## src/rtl/core/aeg_pkg.sv

```systemverilog
package aeg_pkg;

    localparam int SAMPLE_W   = 16;
    localparam int MAG_W      = 17;
    localparam int ENV_W      = 32;
    localparam int DIFF_W     = ENV_W + 1;
    localparam int ACC_W      = ENV_W + 2;
    localparam int COEF_W     = 24;
    localparam int TARGET_W   = 15;
    localparam int GAIN_W     = 21;
    localparam int QUO_W      = 31;
    localparam int REM_W      = ENV_W + 1;
    localparam int PROD_W     = MAG_W + GAIN_W;
    localparam int CFG_IDX_W  = 3;
    localparam int CFG_DATA_W = 24;

    localparam int ENV_STEPS = COEF_W;
    localparam int DIV_STEPS = QUO_W;
    localparam int MUL_STEPS = GAIN_W;
    localparam int CNT_W     = 5;

    localparam logic [CFG_IDX_W-1:0] CFG_AGC_ENABLE   = 3'd0;
    localparam logic [CFG_IDX_W-1:0] CFG_TARGET_LEVEL = 3'd1;
    localparam logic [CFG_IDX_W-1:0] CFG_GAIN_CEILING = 3'd2;
    localparam logic [CFG_IDX_W-1:0] CFG_ATTACK_COEF  = 3'd3;
    localparam logic [CFG_IDX_W-1:0] CFG_RELEASE_COEF = 3'd4;

    localparam logic                RST_AGC_ENABLE   = 1'b1;
    localparam logic [TARGET_W-1:0] RST_TARGET_LEVEL = 15'd4000;
    localparam logic [GAIN_W-1:0]   RST_GAIN_CEILING = 21'd1310720;
    localparam logic [COEF_W-1:0]   RST_ATTACK_COEF  = 24'd16362984;
    localparam logic [COEF_W-1:0]   RST_RELEASE_COEF = 24'd16770227;

    localparam logic [ENV_W-1:0]    Q16_ONE      = 32'd65536;
    localparam logic [GAIN_W-1:0]   GAIN_UNITY   = 21'd65536;
    localparam logic [SAMPLE_W-1:0] POS_LIMIT    = 16'd32767;
    localparam logic [SAMPLE_W-1:0] NEG_LIMIT    = 16'd32768;

    typedef enum logic [2:0] {
        ST_IDLE,
        ST_ENV,
        ST_GAIN,
        ST_DIV,
        ST_MUL,
        ST_DONE
    } aeg_state_t;

    typedef struct packed {
        logic                start;
        logic [TARGET_W-1:0] num;
        logic [ENV_W-1:0]    den;
    } aeg_div_req_t;

endpackage

```

## src/rtl/core/aeg_div.sv

```systemverilog
// quotient = (num << 32) / den, den > 2^16, one quotient bit per cycle
module aeg_div
    import aeg_pkg::*;
(
    input  logic               clk,
    input  logic               rst_n,
    input  aeg_div_req_t       req,
    output logic               done,
    output logic [QUO_W-1:0]   quo
);

    logic             busy_reg;
    logic             done_reg;
    logic [CNT_W-1:0] cnt_reg;
    logic [REM_W-1:0] rem_reg;
    logic [ENV_W-1:0] den_reg;
    logic [QUO_W-1:0] quo_reg;

    logic [REM_W-1:0] rem_sh;
    logic [REM_W-1:0] rem_diff;
    logic             rem_ge;

    assign rem_sh   = {rem_reg[REM_W-2:0], 1'b0};
    assign rem_ge   = rem_sh >= {1'b0, den_reg};
    assign rem_diff = rem_sh - {1'b0, den_reg};

    always_ff @(posedge clk or negedge rst_n)
    begin
        if (!rst_n)
        begin
            busy_reg <= 1'b0;
            done_reg <= 1'b0;
            cnt_reg  <= '0;
        end
        else if (req.start)
        begin
            busy_reg <= 1'b1;
            done_reg <= 1'b0;
            cnt_reg  <= '0;
        end
        else if (busy_reg)
        begin
            cnt_reg <= cnt_reg + CNT_W'(1);
            if (cnt_reg == CNT_W'(DIV_STEPS - 1))
            begin
                busy_reg <= 1'b0;
                done_reg <= 1'b1;
            end
        end
        else
        begin
            done_reg <= 1'b0;
        end
    end

    // upper dividend bits never produce a quotient bit since num << 1 < den
    always_ff @(posedge clk)
    begin
        if (req.start)
        begin
            rem_reg <= REM_W'({req.num, 1'b0});
            den_reg <= req.den;
            quo_reg <= '0;
        end
        else if (busy_reg)
        begin
            rem_reg <= rem_ge ? rem_diff : rem_sh;
            quo_reg <= {quo_reg[QUO_W-2:0], rem_ge};
        end
    end

    assign done = done_reg;
    assign quo  = quo_reg;

endmodule

```

## src/rtl/core/audio_agc_envelope_gain.sv

```systemverilog
// Audio AGC with attack/release envelope.
// Input channel: src_valid / src_stall with sample_in. A transaction takes
// place on a rising edge with src_valid high and src_stall low.
// Output channel: dst_valid / dst_stall with sample_out and gain_applied,
// held in an output register; the block takes the next sample while a
// finished result still waits there.
// Configuration: cfg_wr_en/cfg_index/cfg_data; write while idle, unenforced.
// With AGC enabled an item passes through the bit-serial envelope multiply,
// the bit-serial divider and the bit-serial gain multiply; when the
// envelope is at or below 1.0 the divider is skipped. With AGC disabled
// the sample passes through unchanged. src_stall is high from acceptance
// until the result moves to the output register.
// If dst_stall holds a result, the next one waits in its last step.
// Reset clears the envelope and loads the default register values.
module audio_agc_envelope_gain
    import aeg_pkg::*;
(
    input  logic                        clk,
    input  logic                        rst_n,
    input  logic                        src_valid,
    output logic                        src_stall,
    input  logic signed [SAMPLE_W-1:0]  sample_in,
    output logic                        dst_valid,
    input  logic                        dst_stall,
    output logic signed [SAMPLE_W-1:0]  sample_out,
    output logic        [GAIN_W-1:0]    gain_applied,
    input  logic                        cfg_wr_en,
    input  logic        [CFG_IDX_W-1:0] cfg_index,
    input  logic        [CFG_DATA_W-1:0] cfg_data
);

    aeg_state_t state_reg, state_next;

    logic                agc_enable_reg;
    logic [TARGET_W-1:0] target_level_reg;
    logic [GAIN_W-1:0]   gain_ceiling_reg;
    logic [COEF_W-1:0]   attack_coef_reg;
    logic [COEF_W-1:0]   release_coef_reg;
    logic [ENV_W-1:0]    env_reg, env_next;
    logic                dst_valid_reg, dst_valid_next;

    logic [CNT_W-1:0]    cnt_reg, cnt_next;
    logic                neg_reg, neg_next;
    logic [MAG_W-1:0]    mag_reg, mag_next;
    logic [COEF_W-1:0]   csh_reg, csh_next;
    logic [DIFF_W-1:0]   diff_reg, diff_next;
    logic [ACC_W-1:0]    acc_reg, acc_next;
    logic [GAIN_W-1:0]   gain_reg, gain_next;
    logic [GAIN_W-1:0]   gsh_reg, gsh_next;
    logic [PROD_W-1:0]   pacc_reg, pacc_next;
    logic [SAMPLE_W-1:0] res_reg, res_next;
    logic [SAMPLE_W-1:0] out_sample_reg, out_sample_next;
    logic [GAIN_W-1:0]   out_gain_reg, out_gain_next;

    logic                src_fire;
    logic [MAG_W-1:0]    in_mag;
    logic [ENV_W-1:0]    in_amag;
    logic [ENV_W-1:0]    cur_amag;
    logic [ACC_W-1:0]    acc_add;
    logic [ACC_W-1:0]    acc_sum;
    logic [ACC_W-1:0]    acc_shr;
    logic [ACC_W-1:0]    env_sum;
    logic [QUO_W-1:0]    gain_src;
    logic [GAIN_W-1:0]   gain_cap;
    logic [PROD_W-1:0]   pacc_step;
    logic [PROD_W-17:0]  prod;
    logic [SAMPLE_W-1:0] sat_mag;
    logic                out_free;

    aeg_div_req_t        div_req;
    logic                div_done;
    logic [QUO_W-1:0]    div_quo;

    aeg_div u_div
    (
        .clk   (clk),
        .rst_n (rst_n),
        .req   (div_req),
        .done  (div_done),
        .quo   (div_quo)
    );

    assign src_stall = (state_reg != ST_IDLE);
    assign src_fire  = src_valid && !src_stall;
    assign out_free  = !dst_valid_reg || !dst_stall;

    assign in_mag   = sample_in[SAMPLE_W-1] ? (MAG_W'(17'h10000) - {1'b0, sample_in})
                                            : {1'b0, sample_in};
    assign in_amag  = {in_mag[SAMPLE_W-1:0], 16'h0};
    assign cur_amag = {mag_reg[SAMPLE_W-1:0], 16'h0};

    // env' = A + floor(c * (env - A) / 2^24), c one bit per cycle, LSB first
    assign acc_add = csh_reg[0] ? {diff_reg[DIFF_W-1], diff_reg} : '0;
    assign acc_sum = acc_reg + acc_add;
    assign acc_shr = {acc_sum[ACC_W-1], acc_sum[ACC_W-1:1]};
    assign env_sum = {2'b00, cur_amag} + acc_shr;

    assign gain_src = (state_reg == ST_DIV) ? div_quo : QUO_W'(Q16_ONE);
    assign gain_cap = (gain_src > QUO_W'(gain_ceiling_reg)) ? gain_ceiling_reg
                                                             : gain_src[GAIN_W-1:0];

    // gain multiply, MSB first
    assign pacc_step = {pacc_reg[PROD_W-2:0], 1'b0}
                     + (gsh_reg[GAIN_W-1] ? PROD_W'(mag_reg) : '0);
    assign prod      = pacc_step[PROD_W-1:16];

    always_comb
    begin
        if (neg_reg)
            sat_mag = (prod > (PROD_W-16)'(NEG_LIMIT)) ? NEG_LIMIT : prod[SAMPLE_W-1:0];
        else
            sat_mag = (prod > (PROD_W-16)'(POS_LIMIT)) ? POS_LIMIT : prod[SAMPLE_W-1:0];
    end

    always_comb
    begin
        state_next      = state_reg;
        env_next        = env_reg;
        dst_valid_next  = dst_valid_reg;
        cnt_next        = cnt_reg;
        neg_next        = neg_reg;
        mag_next        = mag_reg;
        csh_next        = csh_reg;
        diff_next       = diff_reg;
        acc_next        = acc_reg;
        gain_next       = gain_reg;
        gsh_next        = gsh_reg;
        pacc_next       = pacc_reg;
        res_next        = res_reg;
        out_sample_next = out_sample_reg;
        out_gain_next   = out_gain_reg;
        div_req.start   = 1'b0;
        div_req.num     = target_level_reg;
        div_req.den     = env_reg;

        if (dst_valid_reg && !dst_stall)
            dst_valid_next = 1'b0;

        unique case (state_reg)
            ST_IDLE:
            begin
                if (src_fire)
                begin
                    neg_next  = sample_in[SAMPLE_W-1];
                    mag_next  = in_mag;
                    cnt_next  = '0;
                    acc_next  = '0;
                    diff_next = {1'b0, env_reg} - {1'b0, in_amag};
                    csh_next  = (in_amag > env_reg) ? attack_coef_reg : release_coef_reg;
                    res_next  = sample_in;
                    gain_next = GAIN_UNITY;
                    state_next = agc_enable_reg ? ST_ENV : ST_DONE;
                end
            end
            ST_ENV:
            begin
                acc_next = acc_shr;
                csh_next = {1'b0, csh_reg[COEF_W-1:1]};
                cnt_next = cnt_reg + CNT_W'(1);
                if (cnt_reg == CNT_W'(ENV_STEPS - 1))
                begin
                    env_next   = env_sum[ENV_W-1:0];
                    state_next = ST_GAIN;
                end
            end
            ST_GAIN:
            begin
                if (env_reg > Q16_ONE)
                begin
                    div_req.start = 1'b1;
                    state_next    = ST_DIV;
                end
                else
                begin
                    gain_next  = gain_cap;
                    gsh_next   = gain_cap;
                    pacc_next  = '0;
                    cnt_next   = '0;
                    state_next = ST_MUL;
                end
            end
            ST_DIV:
            begin
                if (div_done)
                begin
                    gain_next  = gain_cap;
                    gsh_next   = gain_cap;
                    pacc_next  = '0;
                    cnt_next   = '0;
                    state_next = ST_MUL;
                end
            end
            ST_MUL:
            begin
                pacc_next = pacc_step;
                gsh_next  = {gsh_reg[GAIN_W-2:0], 1'b0};
                cnt_next  = cnt_reg + CNT_W'(1);
                if (cnt_reg == CNT_W'(MUL_STEPS - 1))
                begin
                    res_next   = neg_reg ? (16'h0 - sat_mag) : sat_mag;
                    state_next = ST_DONE;
                end
            end
            ST_DONE:
            begin
                if (out_free)
                begin
                    out_sample_next = res_reg;
                    out_gain_next   = gain_reg;
                    dst_valid_next  = 1'b1;
                    state_next      = ST_IDLE;
                end
            end
            default:
            begin
                state_next = ST_IDLE;
            end
        endcase
    end

    always_ff @(posedge clk or negedge rst_n)
    begin
        if (!rst_n)
            state_reg <= ST_IDLE;
        else
            state_reg <= state_next;
    end

    always_ff @(posedge clk or negedge rst_n)
    begin
        if (!rst_n)
        begin
            dst_valid_reg    <= 1'b0;
            env_reg          <= '0;
            agc_enable_reg   <= RST_AGC_ENABLE;
            target_level_reg <= RST_TARGET_LEVEL;
            gain_ceiling_reg <= RST_GAIN_CEILING;
            attack_coef_reg  <= RST_ATTACK_COEF;
            release_coef_reg <= RST_RELEASE_COEF;
            cnt_reg          <= '0;
        end
        else
        begin
            dst_valid_reg <= dst_valid_next;
            env_reg       <= env_next;
            cnt_reg       <= cnt_next;
            if (cfg_wr_en)
            begin
                unique case (cfg_index)
                    CFG_AGC_ENABLE:   agc_enable_reg   <= cfg_data[0];
                    CFG_TARGET_LEVEL: target_level_reg <= cfg_data[TARGET_W-1:0];
                    CFG_GAIN_CEILING: gain_ceiling_reg <= cfg_data[GAIN_W-1:0];
                    CFG_ATTACK_COEF:  attack_coef_reg  <= cfg_data[COEF_W-1:0];
                    CFG_RELEASE_COEF: release_coef_reg <= cfg_data[COEF_W-1:0];
                    default:          ;
                endcase
            end
        end
    end

    always_ff @(posedge clk)
    begin
        neg_reg        <= neg_next;
        mag_reg        <= mag_next;
        csh_reg        <= csh_next;
        diff_reg       <= diff_next;
        acc_reg        <= acc_next;
        gain_reg       <= gain_next;
        gsh_reg        <= gsh_next;
        pacc_reg       <= pacc_next;
        res_reg        <= res_next;
        out_sample_reg <= out_sample_next;
        out_gain_reg   <= out_gain_next;
    end

    assign dst_valid    = dst_valid_reg;
    assign sample_out   = out_sample_reg;
    assign gain_applied = out_gain_reg;

endmodule
```

## config.mk

```make
export PLATFORM = sky130hd
export DESIGN_NAME = audio_agc_envelope_gain
export DESIGN_NICKNAME = d
export VERILOG_FILES = /design/src/rtl/core/aeg_pkg.sv /design/src/rtl/core/aeg_div.sv /design/src/rtl/core/audio_agc_envelope_gain.sv
export SDC_FILE = /design/constraint.sdc
export NUM_CORES = 1
export LEC_CHECK = 0
export BUFFER_PORTS_ARGS = -buffer_cell sky130_fd_sc_hd__clkbuf_2
export CAP_MARGIN = 20
export CORE_ASPECT_RATIO = 0.8
export CORE_MARGIN = 4
export CORE_UTILIZATION = 55
export CTS_BUF_LIST = sky130_fd_sc_hd__clkbuf_2 sky130_fd_sc_hd__clkbuf_4 sky130_fd_sc_hd__clkbuf_8
export DETAILED_ROUTE_END_ITERATION = 10
export GPL_ROUTABILITY_DRIVEN = 1
export PLACE_DENSITY = 0.72
export SYNTH_ARGS = -nofsm -noshare
export SYNTH_HDL_FRONTEND = slang
export SYNTH_HIERARCHICAL = 1
export SYNTH_SLANG_ARGS = --single-unit
```

## constraint.sdc

```tcl
create_clock -name clk -period 15 [get_ports clk]
set_input_delay 3 -clock clk [delete_from_list [all_inputs] [get_ports clk]]
set_output_delay 3 -clock clk [all_outputs]
set_load 0.01 [all_outputs]
```

==> results.md <==
- Status: finished clean
- Max FFs per register: 37
- Gr usage total: 0.2423
- Post-synth EDFFs: between 200 and 300
- Cells along the critical path: clkbuf_2, or4_1, or4_1, or3_1, o31a_1, xor2_1, inv_1, ha_1, o21ai_0, o21ai_1, o41ai_4, buf_4, mux2i_1, a21oi_1
- Min Tclk post-route: 6.504 ns
- Worst setup margin: around 8.5 ns
- Pwr dens: about 97 nW/um^2
- Max incr delay on CP: 0.59 ns
- CP Max Fanout: 24
- Final setup viols: 0
- Synth top area share: 0.3324
- Max Freq: 0.1538 GHz
- Hpwl dp: around 44,000 um
- Syn avg cell area: between 10 and 15 um^2
- CTS Buf Count: 77
- Leading area contributor after synthesis: edfxtp_1
- Die ar.: 50,690 um^2
- Crit start category: primary input
- H-tree Lvls: 3
- Seq/Total Area, Yosys: 0.4999
- Max-cap violations: 0
- Post-synth cell types: 99
- Mapped Area: 25,920 um^2
- Layout cell share with drive strength beyond 1: 0.1599
- Number of global-route vias before repair: 18,663
- CP endpoint: csh_reg[13]$_DFFE_PP_
- Worst Path Class, Setup: in2reg
- Most frequent cells in the layout: 287 x edfxtp_1, 244 x nor2_1, 188 x nand2_1, 150 x o21ai_0, 145 x a21oi_1
- CTS Sinks: 468
- Max IR drop VDD: 0.00006947 V
- Crit path required time: 15.37 ns
- Synth Register Bits: 468
- Cell mode on critical path: or4_1
- Avg WL per Cell: around 20 um
- Synth Flop Type: edfxtp_1
- Reg-to-reg slack, setup: 9.02 ns
- Drt first-iter violations: roughly 1,500
- Initial antenna violation count: 0
- CTS tree: built
- Diode count: 0
- Global-route wire length before repair: about 100,000 um
- CORE AREA: 46,160 um^2
- Overall Power: 0.002769 W
- IO Count: 87
- Period utilization: 0.4336
- Routability cong.: 0.9127
- Post-CTS setup repair buffer count: 0
- Area added between synthesis and finish: 10.03%
- Headroom to the max-slew limit: 0.2774
- Finished Layout Cells: 3,201
- Post-CTS resize count: 0
- Largest cells by area after synthesis: edfxtp_1 33%, dfrtp_1 8.9%, ha_1 6.7%, dfstp_2 4.2%, dfxtp_1 3.7%
- Die X: 250.7 um
- Rows: 70
- CTS hold repair buffers: 0
- Grt total ovfl: 0
- Vias per cell: 5.928
- Fin Clk Skew: 0.03756 ns
- Crit path DAT: 6.87 ns
- Synth warnings: 6
- Slowest CP cell: or4_1
- Crit end category: flop
- Cells after synthesis: 2,442
- Reg2Reg Depth: 25
- Clk buf depth: 3
- DIE HEIGHT: between 200 and 250 um
- Final hold violations: 0
- Worst-margin pin slew: 1.082 ns
- PortBufs: between 80 and 90
- Clock root buffer: clkbuf_8
- Pin count of the biggest net entering global routing: 96
- Initial Util: 0.5616
- WL final: 62,580 um
- DRC viols: 0
- Post-Place Cells: 3,056
- Fin nets: 2,717
- Setup crit start: sample_in[6]
- Router iterations before antenna repair: 5
- Hold/Removal Path Class: reg2reg
- Via Count: 18,974
- Net Count, Synth: 2,633
- Slew Limit Fails: 0
- FF-to-FF Start: csh_reg[0]$_DFFE_PP_
- Reg2reg end: env_reg[31]$_DFFE_PN0P_
- Setup TNS: 0 ns
- Setup Slack @ Placement: 7.830 ns
- Final ANT Viol Nets: 0
- Leak: roughly 12 nW
- RSZ-0062 raised after global routing: false
- Clk slew on worst S/H paths: 0.07 ns
- Clock latency on the worst-skew pair: approximately 0.67 ns
- Ys async rst share: 0.2842
- Most common cell after layout, fill and taps aside: edfxtp_1
## routing by layer
| layer | track usage | wire (um) | vias up |
|---|---|---|---|
| li1 | - | - | 9026 |
| met1 | 0.3440 | 28740 | 9261 |
| met2 | 0.3774 | 28370 | 574 |
| met3 | 0.05288 | 3846 | 113 |
| met4 | 0.07091 | 1629 | 0 |
| met5 | 0 | 0 | - |
## synthesized netlist by cell type (7+ instances only)
library cell / number
a211oi_1: 14
a21o_1: 54
a21oi_1: 146
a311oi_1: 11
a31oi_1: 19
and2_1: 77
and3_1: 36
buf_1: 8
buf_2: 12
clkbuf_1: 69
clkbuf_8: 7
dfrtp_1: 92
dfstp_2: 41
dfxtp_1: 48
edfxtp_1: 287
ha_1: 138
inv_1: 114
mux2_2: 69
mux2i_1: 96
nand2_1: 190
nand2b_1: 21
nand3_1: 35
nand4_1: 31
nor2_1: 245
nor2b_1: 13
nor3_1: 24
nor4_1: 21
o211ai_1: 14
o21a_1: 25
o21ai_0: 152
o21bai_1: 18
o31a_1: 9
o31ai_1: 11
or3_1: 19
xnor2_1: 81
xor2_1: 56
## power by group
part,switching (W),internal [W],total (W)
logic,0.0000746,0.0000710,0.000146
registers,0.0000286,0.00143,0.00146
clock network,0.000527,0.000637,0.00116
## through the flow
step                      instance area [um^2]  hold slack, ns    util
final                                    28520          0.4148  0.6180
after global routing                     28520          0.4180  0.6180
after CTS                                28460          0.4140  0.6166
after detailed placement                 26860          0.4045  0.5818
after global placement                   26860          0.4032  0.5818
after floorplan                          25920          0.4003       -
## worst min path at each step
stage               slack [ns]  cells past startpoint                      start                   endpoint
floorplan                 0.40                      0  gain_reg[0]$_SDFFCE_PN0P_  gain_applied[0]$_DFFE_PP_
global placement          0.40                      0  gain_reg[6]$_SDFFCE_PN0P_  gain_applied[6]$_DFFE_PP_
detailed placement        0.40                      0  gain_reg[9]$_SDFFCE_PN0P_  gain_applied[9]$_DFFE_PP_
CTS                       0.41                      0  gain_reg[5]$_SDFFCE_PN0P_  gain_applied[5]$_DFFE_PP_
global route              0.42                      0  gain_reg[5]$_SDFFCE_PN0P_  gain_applied[5]$_DFFE_PP_
finish                    0.41                      0  gain_reg[5]$_SDFFCE_PN0P_  gain_applied[5]$_DFFE_PP_
## layout make-up
class / count / area, um^2
clock buffers: 121 / 1446
clock inverters: 21 / 160.2
fillers: 3732 / 17630
inverters: 116 / 435.4
multi-input cells: 1753 / 12100
flip-flops and latches: 468 / 12960
well taps: 612 / 765.7
repair buffers: 110 / 656.9
## critical path, delay by kind of cell
kind            cells  cell delay [ns]
fa+ha+maj           1             0.34
mux                 1             0.27
simple gates        3             1.45
compound gates      5             0.91
xor+xnor            1             0.19
buf+inv             3             0.67
## kinds of logic (layout without fill, tap and decap cells)
logic type                 count (synthesis)  after routing  synth area share
muxes                                    165            165           0.06704
and+or+nand+nor                          757            757            0.1418
buffers and inverters                    221            368           0.03716
other                                      1              1         0.0001447
AOI/OAI and AO/OA                        549            549            0.1366
adders and majority gates                143            143           0.07047
xor gates and xnor gates                 138            138           0.04691
DFF                                      468            468            0.4999
No activity file was read; power rests on OpenSTA's default activity.
